[config.mk]
export PLATFORM = sky130hd
export DESIGN_NAME = sensor_voltage_to_temperature
export DESIGN_NICKNAME = d
export VERILOG_FILES = /design/src/rtl/core/svtt_pkg.sv /design/src/rtl/core/sensor_voltage_to_temperature.sv
export SDC_FILE = /design/constraint.sdc
export NUM_CORES = 1
export LEC_CHECK = 0
export ABC_AREA = 1
export BUFFER_PORTS_ARGS = -buffer_cell sky130_fd_sc_hd__buf_2
export CAP_MARGIN = 20
export CORE_UTILIZATION = 65
export DETAILED_ROUTE_END_ITERATION = 6
export PLACE_DENSITY = 0.89
export SKIP_LAST_GASP = 1
export SLEW_MARGIN = 25
export SYNTH_ARGS = -nofsm -noshare
export SYNTH_HDL_FRONTEND = slang
export SYNTH_SLANG_ARGS = --single-unit
[constraint.sdc]
create_clock -name clk -period 7 [get_ports clk]
set_input_delay 1.05 -clock clk [delete_from_list [all_inputs] [get_ports clk]]
set_output_delay 1.05 -clock clk [all_outputs]
set_load 0.05 [all_outputs]
[src/rtl/core/svtt_pkg.sv]
`timescale 1ns / 1ps
`default_nettype none
// ----------------------------------------------------------------------------
// svtt_pkg
// Types and constants for the sensor voltage to temperature converter:
// register indexes, mode and status codes, and the sensor voltage table.
// ----------------------------------------------------------------------------
package svtt_pkg;

  localparam int VOLT_W    = 12;
  localparam int TEMP_W    = 13;
  localparam int TBL_LEN   = 41;
  localparam int TBL_IDX_W = 6;

  // Configuration register indexes.
  localparam logic [1:0] CFG_MODE = 2'd0;
  localparam logic [1:0] CFG_MAX  = 2'd1;
  localparam logic [1:0] CFG_MIN  = 2'd2;

  // Conversion modes; the remaining codes are invalid.
  localparam logic [1:0] MODE_TABLE = 2'd0;
  localparam logic [1:0] MODE_SQRT  = 2'd1;

  typedef enum logic [1:0] {
    ST_OK       = 2'd0,
    ST_OVER     = 2'd1,
    ST_UNDER    = 2'd2,
    ST_BAD_MODE = 2'd3
  } status_t;

  // Sensor output in mV for -50 C up to 150 C in 5 degree steps.
  localparam logic [VOLT_W-1:0] VOLT_TBL [TBL_LEN] = '{
    12'd1299, 12'd1273, 12'd1247, 12'd1221, 12'd1194, 12'd1168, 12'd1141,
    12'd1114, 12'd1088, 12'd1061, 12'd1034, 12'd1007, 12'd980,  12'd952,
    12'd925,  12'd898,  12'd871,  12'd843,  12'd816,  12'd788,  12'd760,
    12'd732,  12'd704,  12'd676,  12'd647,  12'd619,  12'd591,  12'd562,
    12'd534,  12'd505,  12'd476,  12'd448,  12'd419,  12'd390,  12'd361,
    12'd332,  12'd302,  12'd273,  12'd243,  12'd213,  12'd183
  };

  function automatic logic [VOLT_W-1:0] volt_entry(input logic [TBL_IDX_W-1:0] i);
    logic [VOLT_W-1:0] e;
    e = '0;
    if (i < TBL_IDX_W'(TBL_LEN)) begin
      e = VOLT_TBL[i];
    end
    return e;
  endfunction

  // Square-root mode: R = R_BASE - R_SLOPE * v in units of 1e-6.
  localparam logic [25:0] R_BASE  = 26'd36445060;
  localparam logic [12:0] R_SLOPE = 13'd7040;

  // T16 = floor((50*S + SQ_BIAS) / SQ_DIV) - SQ_OFFSET
  localparam logic [12:0] SQ_DIV    = 13'd2816;
  localparam logic [26:0] SQ_BIAS   = 27'd640;
  localparam logic [15:0] SQ_OFFSET = 16'd24547;

  // Temperature for the first table entry, -50 C in 1/16 degree.
  localparam logic [TEMP_W-1:0] TEMP_COLD = 13'h1CE0;

endpackage
`default_nettype wire

[src/rtl/core/sensor_voltage_to_temperature.sv]
`timescale 1ns / 1ps
`default_nettype none
// Table mode walks at most min(TABLE_ENTRIES, 41) entries, then divides and sums, or
// finishes when the first entry matches or none does; square-root mode takes the root,
// scales, divides and sums; out of range or bad mode finishes at once. One word is in
// flight at a time, the next is taken in the cycle after the result is registered, and a
// result not yet taken holds the converter. The table walk is serial and the divider is
// shared. Reset (rst, synchronous) empties it and loads mode 0, 1299/183 mV.
// ----------------------------------------------------------------------------
// sensor_voltage_to_temperature
// Converts a sensor voltage in mV to temperature in 1/16 degree C, by table
// interpolation or by the quadratic formula, using a serial square root and
// a shared restoring divider.
// ----------------------------------------------------------------------------
module sensor_voltage_to_temperature #(
  parameter int TABLE_ENTRIES = 41
) (
  input  wire logic        clk,
  input  wire logic        rst,
  // Configuration writes
  input  wire logic        cfg_valid,
  output logic             cfg_ready,
  input  wire logic [1:0]  cfg_index,
  input  wire logic [svtt_pkg::VOLT_W-1:0] cfg_data,
  // Input stream
  input  wire logic        s_axis_tvalid,
  output logic             s_axis_tready,
  input  wire logic [15:0] s_axis_tdata,   // [11:0] voltage_mv
  // Output stream
  output logic             m_axis_tvalid,
  input  wire logic        m_axis_tready,
  output logic [15:0]      m_axis_tdata,   // [12:0] temperature_q4
  output logic [1:0]       m_axis_tuser    // [1:0] status
);
  import svtt_pkg::*;

  localparam int LIMIT = (TABLE_ENTRIES < TBL_LEN) ? TABLE_ENTRIES : TBL_LEN;
  localparam int IDX_W = (LIMIT > 1) ? $clog2(LIMIT) : 1;
  localparam logic [3:0] K_TABLE = 4'd6;
  localparam logic [3:0] K_SQRT  = 4'd14;

  typedef enum logic [6:0] {
    S_IDLE   = 7'b0000001,
    S_SEARCH = 7'b0000010,
    S_SQRT   = 7'b0000100,
    S_SCALE  = 7'b0001000,
    S_DIVIDE = 7'b0010000,
    S_SUM    = 7'b0100000,
    S_FINISH = 7'b1000000
  } state_t;

  state_t               state;
  logic [1:0]           mode;
  logic [VOLT_W-1:0]    max_mv;
  logic [VOLT_W-1:0]    min_mv;

  logic [VOLT_W-1:0]    volt;
  logic [VOLT_W-1:0]    prev_mv;
  logic [IDX_W-1:0]     idx;

  logic [41:0]          rad;
  logic [20:0]          root;
  logic [22:0]          srem;
  logic [4:0]           sq_cnt;

  logic [26:0]          rem;
  logic [12:0]          dvs;
  logic [3:0]           k;
  logic [14:0]          quo;
  logic signed [15:0]   offset;

  logic [TEMP_W-1:0]    res_temp;
  status_t              res_st;
  logic                 out_valid;
  logic [TEMP_W-1:0]    out_temp;
  status_t              out_st;

  logic [VOLT_W-1:0]    in_volt;
  logic [VOLT_W-1:0]    entry;
  logic [VOLT_W-1:0]    diff;
  logic [VOLT_W-1:0]    den;
  logic [19:0]          num;
  logic [25:0]          r_val;
  logic [24:0]          sq_rem_n;
  logic [24:0]          sq_trial;
  logic [26:0]          div_sh;
  logic                 div_ge;
  logic signed [16:0]   sum;
  logic [TEMP_W-1:0]    sat_temp;
  logic [26:0]          scaled;

  assign cfg_ready     = 1'b1;
  assign s_axis_tready = (state == S_IDLE);
  assign m_axis_tvalid = out_valid;
  assign m_axis_tdata  = {3'b000, out_temp};
  assign m_axis_tuser  = out_st;

  always_comb begin
    in_volt  = s_axis_tdata[VOLT_W-1:0];
    entry    = volt_entry(TBL_IDX_W'(idx));
    diff     = prev_mv - volt;
    den      = prev_mv - entry;
    // 160 * (hi - v) + (hi - lo): numerator of the rounded interpolation step.
    num      = {1'b0, diff, 7'b0} + {3'b000, diff, 5'b0} + {8'b0, den};
    r_val    = R_BASE - 26'(R_SLOPE * in_volt);
    sq_rem_n = {srem, rad[41:40]};
    sq_trial = {2'b00, root, 2'b01};
    div_sh   = 27'(dvs) << k;
    div_ge   = (rem >= div_sh);
    sum      = {offset[15], offset} + $signed({2'b00, quo});
    if (sum < -17'sd4096) begin
      sat_temp = 13'h1000;
    end else if (sum > 17'sd4095) begin
      sat_temp = 13'h0FFF;
    end else begin
      sat_temp = sum[TEMP_W-1:0];
    end
    scaled   = 27'(root * 6'd50) + SQ_BIAS;
  end

  always_ff @(posedge clk) begin
    if (rst) begin
      state     <= S_IDLE;
      mode      <= MODE_TABLE;
      max_mv    <= 12'd1299;
      min_mv    <= 12'd183;
      out_valid <= 1'b0;
    end else begin
      if (cfg_valid) begin
        unique case (cfg_index)
          CFG_MODE: mode   <= cfg_data[1:0];
          CFG_MAX:  max_mv <= cfg_data;
          CFG_MIN:  min_mv <= cfg_data;
          default:  ;
        endcase
      end

      // The finish step reloads the output register itself.
      if (out_valid && m_axis_tready && (state != S_FINISH)) begin
        out_valid <= 1'b0;
      end

      unique case (state)
        S_IDLE: begin
          if (s_axis_tvalid) begin
            volt     <= in_volt;
            res_temp <= '0;
            if (mode == MODE_TABLE) begin
              if (in_volt > max_mv) begin
                res_st <= ST_OVER;
                state  <= S_FINISH;
              end else if (in_volt < min_mv) begin
                res_st <= ST_UNDER;
                state  <= S_FINISH;
              end else begin
                res_st <= ST_OK;
                idx    <= '0;
                state  <= S_SEARCH;
              end
            end else if (mode == MODE_SQRT) begin
              res_st <= ST_OK;
              rad    <= {r_val, 16'b0};
              root   <= '0;
              srem   <= '0;
              sq_cnt <= 5'd20;
              state  <= S_SQRT;
            end else begin
              res_st <= ST_BAD_MODE;
              state  <= S_FINISH;
            end
          end
        end

        // One table entry per cycle until the first entry at or below the voltage, or the last one.
        S_SEARCH: begin
          if (entry <= volt) begin
            if (idx == '0) begin
              res_temp <= TEMP_COLD;
              state    <= S_FINISH;
            end else begin
              rem    <= {7'b0, num};
              dvs    <= {den, 1'b0};
              k      <= K_TABLE;
              quo    <= '0;
              offset <= $signed(16'(TBL_IDX_W'(idx)) * 16'd80 - 16'd880);
              state  <= S_DIVIDE;
            end
          end else if (idx == IDX_W'(LIMIT - 1)) begin
            res_temp <= TEMP_COLD;
            state    <= S_FINISH;
          end else begin
            prev_mv <= entry;
            idx     <= idx + 1'b1;
          end
        end

        // Square root, two radicand bits per cycle.
        S_SQRT: begin
          rad <= {rad[39:0], 2'b00};
          if (sq_rem_n >= sq_trial) begin
            srem <= 23'(sq_rem_n - sq_trial);
            root <= {root[19:0], 1'b1};
          end else begin
            srem <= sq_rem_n[22:0];
            root <= {root[19:0], 1'b0};
          end
          if (sq_cnt == '0) begin
            state <= S_SCALE;
          end else begin
            sq_cnt <= sq_cnt - 1'b1;
          end
        end

        S_SCALE: begin
          rem    <= scaled;
          dvs    <= SQ_DIV;
          k      <= K_SQRT;
          quo    <= '0;
          offset <= -$signed(SQ_OFFSET);
          state  <= S_DIVIDE;
        end

        // Restoring division, one quotient bit per cycle.
        S_DIVIDE: begin
          if (div_ge) begin
            rem <= rem - div_sh;
          end
          quo <= {quo[13:0], div_ge};
          if (k == '0) begin
            state <= S_SUM;
          end else begin
            k <= k - 1'b1;
          end
        end

        S_SUM: begin
          res_temp <= sat_temp;
          state    <= S_FINISH;
        end

        S_FINISH: begin
          if (!out_valid || m_axis_tready) begin
            out_temp  <= res_temp;
            out_st    <= res_st;
            out_valid <= 1'b1;
            state     <= S_IDLE;
          end
        end

        default: state <= S_IDLE;
      endcase
    end
  end

  a_err_zero: assert property (@(posedge clk) disable iff (rst)
    (m_axis_tvalid && (m_axis_tuser != ST_OK)) |-> (m_axis_tdata == 16'd0))
    else $error("error status with nonzero temperature");

  a_busy_after_accept: assert property (@(posedge clk) disable iff (rst)
    (s_axis_tvalid && s_axis_tready) |=> !s_axis_tready)
    else $error("second word accepted while busy");

  a_div_bound: assert property (@(posedge clk) disable iff (rst)
    (state == S_DIVIDE) |-> (k <= K_SQRT))
    else $error("divider step out of range");

  a_search_bound: assert property (@(posedge clk) disable iff (rst)
    (state == S_SEARCH) |-> (32'(idx) < LIMIT))
    else $error("table walk past last entry");

  a_sqrt_exit: assert property (@(posedge clk) disable iff (rst)
    (state == S_SQRT && sq_cnt == '0) |=> (state == S_SCALE))
    else $error("square root did not hand over to scaling");

endmodule
`default_nettype wire
# Yosys cells after proc, flatten, opt, wreduce, memory -nomap -nowiden
# Memory sizes are Yosys's and may differ from the RTL's.
# Index checks and enable logic that the tools add are counted.
[word_totals]
regBits = 260
mem_bits_ro = 768
input_bits = 35
output_inout_bits = 21
wordCells = 183
memories = 1
[memory_table]
columns = ["name", "depth", "width", "rd", "rd_clocked_by_memory_dff", "wr", "line", "text"]
rows = [
  ["(name not given)", 64, 12, 1, 0, 0, "svtt_pkg.sv:45", "e = VOLT_TBL[i];"],
]
[classes]
add_sub_neg = 13
mul = 3
order_cmp = 9
n_eq_ne = 30
n_shift = 1
mux = 72
n_bitwise = 4
n_reduce_logical = 29
[op_table]
columns = ["op", "n"]
rows = [
  ["$mux W42", 3],
  ["$mux W13", 8],
  ["$mux W23", 4],
  ["$pmux W42 S2", 1],
  ["$mux W27", 3],
  ["$pmux W27 S3", 1],
  ["$mux W7", 11],
  ["$mux W21", 3],
  ["$pmux W7 S7", 1],
  ["$pmux W23 S2", 1],
  ["$pmux W15 S3", 1],
  ["$pmux W21 S2", 1],
  ["$pmux W13 S3", 1],
  ["$mux W12", 3],
  ["$mux W6", 6],
  ["$mux W16", 2],
  ["$pmux W16 S2", 1],
  ["$mux W15", 2],
  ["$ne A2 B2 Y1 const B", 14],
  ["$add A27 B10 Y27 const B", 1],
  ["$ge A27 B27 Y1", 1],
  ["$shl A13 B4 Y27", 1],
  ["$sub A27 B27 Y27", 1],
  ["$mul A21 B5 Y26 const B", 1],
  ["58 further kinds", 89],
]

# Longest topological paths before layout
[logic_depth]
ltp_word = 10
ltp_mapped = 31
depth_no_buf = 30

# Least setup slack after synthesis
# OpenSTA, ideal clock, no wires.
[synth_path]
kind = "register -> register"
startpoint = "reg state[4]"
endpoint = "reg sq_cnt[0], enable pin"
setup_time_ns = 0.322
arrival_ns = 5.204
required_time_ns = 6.678
slack_ns = 1.474
path_stages_with_launch = 9
n_path_buf = 0
period_less_slack_ns = 5.526
cell_sequence = "dfxtp_1 nor2_1 nand2_1 inv_1 nand4_1 inv_1 nand2_1 a21oi_1 and3_1"
[synth_via]
elab_chain_len = 3
elab_cells_between_ends = 8
cone_classes = "6 x eq/ne; 2 x reduce/logical"
[synth_lines]
columns = ["element", "line", "text"]
rows = [
  ["start, declared", "sensor_voltage_to_temperature.sv:52", "state_t state;"],
  ["start signal, assigned", "sensor_voltage_to_temperature.sv:123", "state <= S_IDLE;"],
  ["start signal, assigned", "sensor_voltage_to_temperature.sv:151", "state <= S_FINISH;"],
  ["start signal, assigned", "sensor_voltage_to_temperature.sv:154", "state <= S_FINISH;"],
  ["$eq A7 B1 Y1 (*)", "-", ""],
  ["named net s_axis_tready", "sensor_voltage_to_temperature.sv:27", "output logic s_axis_tready,"],
  ["$ne A2 B1 Y1 (no source line) (tied with other cells)", "-", ""],
  ["$reduce_and A6 Y1 (no source line) (*)", "-", ""],
  ["end signal, assigned", "sensor_voltage_to_temperature.sv:210", "sq_cnt <= sq_cnt - 1'b1;"],
  ["end, declared", "sensor_voltage_to_temperature.sv:64", "logic [4:0] sq_cnt;"],
]
# Mark *: on every way through the listed nets, which the timed path passes. The rest lies on a longest branch.
# A chain may end at the register's enable or synchronous reset.

# Final worst setup path
[layout_path]
startpoint = "reg idx[0]"
endpoint = "reg rem[15] (data pin)"
[layout_via]
elab_chain_len = 10
elab_cells_between_ends = 11
cone_classes = "2 x add/sub; 1 x order compare; 6 x mux; 1 x bitwise; 1 x memory"
[layout_lines]
columns = ["element", "line", "text"]
rows = [
  ["start, declared", "sensor_voltage_to_temperature.sv:59", "logic [IDX_W-1:0] idx;"],
  ["start signal, assigned", "sensor_voltage_to_temperature.sv:193", "idx <= idx + 1'b1;"],
  ["$not A6 Y7 (not written as such)", "svtt_pkg.sv:45", ""],
  ["$mem_v2 Z64 W12", "-", ""],
  ["$mux W12 (not written as such) (2 in series)", "svtt_pkg.sv:45", ""],
  ["$mux W12 (*)", "svtt_pkg.sv:44", "if (i < TBL_IDX_W'(TBL_LEN)) begin"],
  ["named net entry[2]", "sensor_voltage_to_temperature.sv:79", "logic [VOLT_W-1:0] entry;"],
  ["$sub A12 B12 Y12 (*)", "sensor_voltage_to_temperature.sv:102", "den = prev_mv - entry;"],
  ["named net den[9]", "sensor_voltage_to_temperature.sv:81", "logic [VOLT_W-1:0] den;"],
  ["$add A20 B12 Y20 (*)", "sensor_voltage_to_temperature.sv:104", "num = {1'b0, diff, 7'b0} + {3'b000, diff, 5'b0} + {8'b0, den};"],
  ["$mux W27 (*)", "sensor_voltage_to_temperature.sv:177", "if (idx == '0) begin"],
  ["$mux W27 (*)", "sensor_voltage_to_temperature.sv:176", "if (entry <= volt) begin"],
  ["$pmux W27 S3 (*)", "sensor_voltage_to_temperature.sv:143", "unique case (state)"],
  ["end signal, assigned", "sensor_voltage_to_temperature.sv:181", "rem <= {7'b0, num};"],
  ["end signal, assigned", "sensor_voltage_to_temperature.sv:215", "rem <= scaled;"],
  ["end signal, assigned", "sensor_voltage_to_temperature.sv:226", "rem <= rem - div_sh;"],
  ["end, declared", "sensor_voltage_to_temperature.sv:66", "logic [26:0] rem;"],
]
# Mark *: on every way through the listed nets, which the timed path passes. The rest lies on a longest branch. The select of a mux whose other input is x is not followed.

==> results.txt <==
----------------------------------------------------
[Layout]
  Share of layout cells above drive strength 1 ... 6.501%
  Multi-input gate area ... 12900 um^2
  Area growth from synthesis to layout ... 7.689%
  Number of filler cells placed in the layout ... about 2500
  Layout Nets ... 3194
  Finished Layout Cells ... 3304
  Sequential cell area ... around 6700 um^2
  Cell area after layout ... around 23000 um^2

[Timing]
  Worst relative slew slack ... 31.66%
  Minimum clock period after layout ... 6148 ps
  Clock Skew ... 15.27 ps
  Fin Hold WS ... roughly 420 ps
  Worst Max-Slew Pin Slew ... 1021 ps
  Max Clk Rate ... 162.6 MHz
  Number of hold violations in the final report ... 0
  Post-route fraction of the period consumed by the critical path ... 87.83%
  Setup repair after global routing missed its margin ... false
  Total negative slack ... 0 ps
  Final Setup Violations ... 0
  Max-slew violation count ... 0

[CTS]
  Count of instances resized after the clock tree is built ... 0
  Num CTS Buffers ... 27
  Number of H-tree levels ... 1
  Buffer count from post-CTS setup fixing ... 0
  TritonCTS clock tree ... yes
  Clock transition at the registers of the reported paths ... 60 ps
  Quantity of hold-fixing buffers added after cts ... 0
  Count of clock tree sinks ... ~230
  Worst skew pair latency ... 550 ps
  Root Buffer Master ... sky130_fd_sc_hd__clkbuf_16
  Clock Path Buffers ... 3

[Die]
  Initial core utilization ... 66.12%
  Die Span X ... 183.9 um
  Floorplan row count ... 66
  Total Die Area ... 33830 um^2
  Number of I/O pins ... 56
  Placeable core area ... 32540 um^2
  Die Y ... 183.9 um

[Worst setup path]
  Depth of the most critical reg-to-reg path ... 30
  End of the critical path ... rem[15]
  RR Startpoint ... idx[0]
  Type of destination of the critical path ... flop
  Maximum fanout along the worst path ... 12
  Arrival time worst endpoint ... 6430 ps
  Maximum cell stage delay along the critical path ... between 600 and 700 ps
  Slowest-stage cell, CP ... sky130_fd_sc_hd__edfxtp_1
  Crit path required time ... 7290 ps
  Startpoint Class ... flop
  Most repeated library cell on the critical path ... sky130_fd_sc_hd__inv_1
  Reg2Reg Capture Point ... rem[15]
  Worst setup startpoint ... idx[0]
  Path length in cells of the critical path ... 30
  Reg-to-reg setup timing slack ... 850 ps
  Critical path class ... reg2reg
  Number of buffer and inverter stages on the critical path ... 5
  Top delay family on crit path ... compound AO/OA/AOI/OAI gates

[Synthesis]
  Cell Area, Synth ... 21510 um^2
  Cell type with the largest total area after synthesis ... sky130_fd_sc_hd__edfxtp_1
  Share of the synthesized area in the top cell type ... about 28%
  Netlist cell types ... 60
  Synth Warn # ... 0
  Gate Count Post-Synth ... 2803
  Biggest area contributors in the synthesized netlist ... sky130_fd_sc_hd__edfxtp_1 28%, sky130_fd_sc_hd__ha_1 15%, sky130_fd_sc_hd__nand2_1 10%
  Proportion of register bits with asynchronous set or reset after synthesis ... 0%
  Sequential fraction of the synthesis area ... 30.94%
  Post-synth EDFFs ... 199
  Mean area per synthesized cell ... 7.675 um^2
  Primary FF master, synth ... sky130_fd_sc_hd__edfxtp_1
  Register bit total from synthesis ... 233

[Drt]
  DRT iter0 DRCs ... 1783
  Routed wire length on met2 ... around 25 mm
  Total wire length ... 52.06 mm
  Drt via density ... ~5.8
  Highest routing layer actually used ... met4
  Total number of vias ... 19228
  Routed Antenna Nets ... 0
  Sum of routed wire segments on met1 ... 22.14 mm
  Detailed-route DRC error count ... 0
  Average wire per cell in the routed design ... between 15 and 20 um
  Routed length on met3 ... approximately 2.9 mm
  Initial DRT Pass Iterations ... 5

[Placed design]
  # port buffers ... 47
  Cell total after placement ... 3253
  Instance area at placement ... 22210 um^2
  Placer's final routability congestion estimate ... 0.9577
  Half-perimeter wire length after placement ... between 30 and 40 mm

[Worst hold path]
  Path type of the worst min-delay path ... reg2reg
  Hold Path Origin ... res_temp[8]
  Number of stages on the worst hold path ... 0

[Power]
  Final Total Pwr ... between 7 and 8 mW
  PD cells ... 327.9 nW/um^2
  Peak VDD IR ... 0.0002462 V
  Leakage component of the power ... 11.11 nW

[Run]
  Max Cap Viol ... 0

[Global route]
  Global router's overall resource usage ... 30.77%
  Remaining Overflow, GRT ... 0
  Pin count of the biggest net entering global routing ... 68
  First-pass GRT wire length ... around 85 mm
  Number of global-route vias before repair ... 18353
  Number of antenna violations at the first check in global routing ... 0

[Run status]
  Outcome ... finished, final reports clean

----------------------------------------------------
kinds of logic (layout without fill, tap and decap cells):
kind of cell | Yosys count | in the layout | share of synthesized area [%]
DFF | 233 | 233 | 30.94
xor gates and xnor gates | 82 | 82 | 3.531
AOI/OAI and AO/OA | 498 | 498 | 12.87
other | 2 | 5 | 0.03491
adders and majority gates | 319 | 319 | 20.40
buffers and inverters | 523 | 579 | 9.289
muxes | 4 | 4 | 0.1861
and+or+nand+nor | 1142 | 1142 | 22.75
registers in the layout, summed over array words and instances (netlist names), 4 cells and up:
| register | flops |
|---|---|
| out_temp | 13 |
| min_mv | 12 |
| srem | 23 |
| volt | 12 |
| max_mv | 12 |
| k | 4 |
| sq_cnt | 5 |
| root | 21 |
| state | 7 |
| dvs | 12 |
| quo | 15 |
| res_temp | 13 |
| rem | 26 |
| offset | 12 |
| rad | 22 |
| prev_mv | 11 |
| idx | 6 |
report_power, final:
group          switching (mW)  leakage, nW  internal [mW]
clock                   0.593        0.458          0.915
combinational            2.69         8.53           1.49
sequential             0.0692         2.13           1.84
how the worst min path moves through the flow:
stage / to / slack (ps)
final: out_temp[8] / 420
after global routing: m_axis_tuser[1] / 430
after CTS: out_temp[8] / 420
after detailed placement: out_temp[8] / 410
after global placement: out_temp[3] / 400
after floorplan: m_axis_tuser[0] / 400
metal layers:
layer / vias up / global-route usage (%)
li1: 9404 / -
met1: 8961 / 39.35
met2: 713 / 53.82
met3: 150 / 3.071
met4: 0 / 11.23
met5: - / 0
final cells by class:
type                       instances  area share (%)
multi-input combinational       2049           55.70
sequential                       233           28.73
inverter                         466           7.551
clock buffer                      36           3.289
tap                              442           2.387
timing repair buffer              63           1.534
clock inverter                    14          0.7994
antenna                            1         0.01080
placed cells by master (no fill, tap or decap), drive strengths merged, types with 14 or more instances in the layout:
cell / n
o211ai: 21
nand2: 601
a31oi: 17
xnor2: 35
fa: 53
ha: 266
nand4: 33
xor2: 47
nor2: 257
buf: 63
nor3: 27
clkbuf: 36
a21oi: 224
dfxtp: 34
inv: 463
edfxtp: 199
or2: 25
a21o: 14
nand3: 171
o21ai: 175
Yosys cell counts (34+ instances only):
cell type,number
sky130_fd_sc_hd__a21oi_1,219
sky130_fd_sc_hd__nand2_1,589
sky130_fd_sc_hd__dfxtp_1,34
sky130_fd_sc_hd__nor2_1,247
sky130_fd_sc_hd__nand3_1,164
sky130_fd_sc_hd__o21ai_0,161
sky130_fd_sc_hd__fa_1,53
sky130_fd_sc_hd__inv_1,456
sky130_fd_sc_hd__clkbuf_1,39
sky130_fd_sc_hd__xor2_1,45
sky130_fd_sc_hd__ha_1,266
sky130_fd_sc_hd__edfxtp_1,199
metrics by stage:
step	utilization (%)	setup slack (ps)
floorplan	-	1474
global placement	68.27	1080
detailed placement	68.27	963.0
CTS	71.19	939.9
global route	71.19	360.4
finish	71.20	851.7
(Power assumes the default switching activity.)
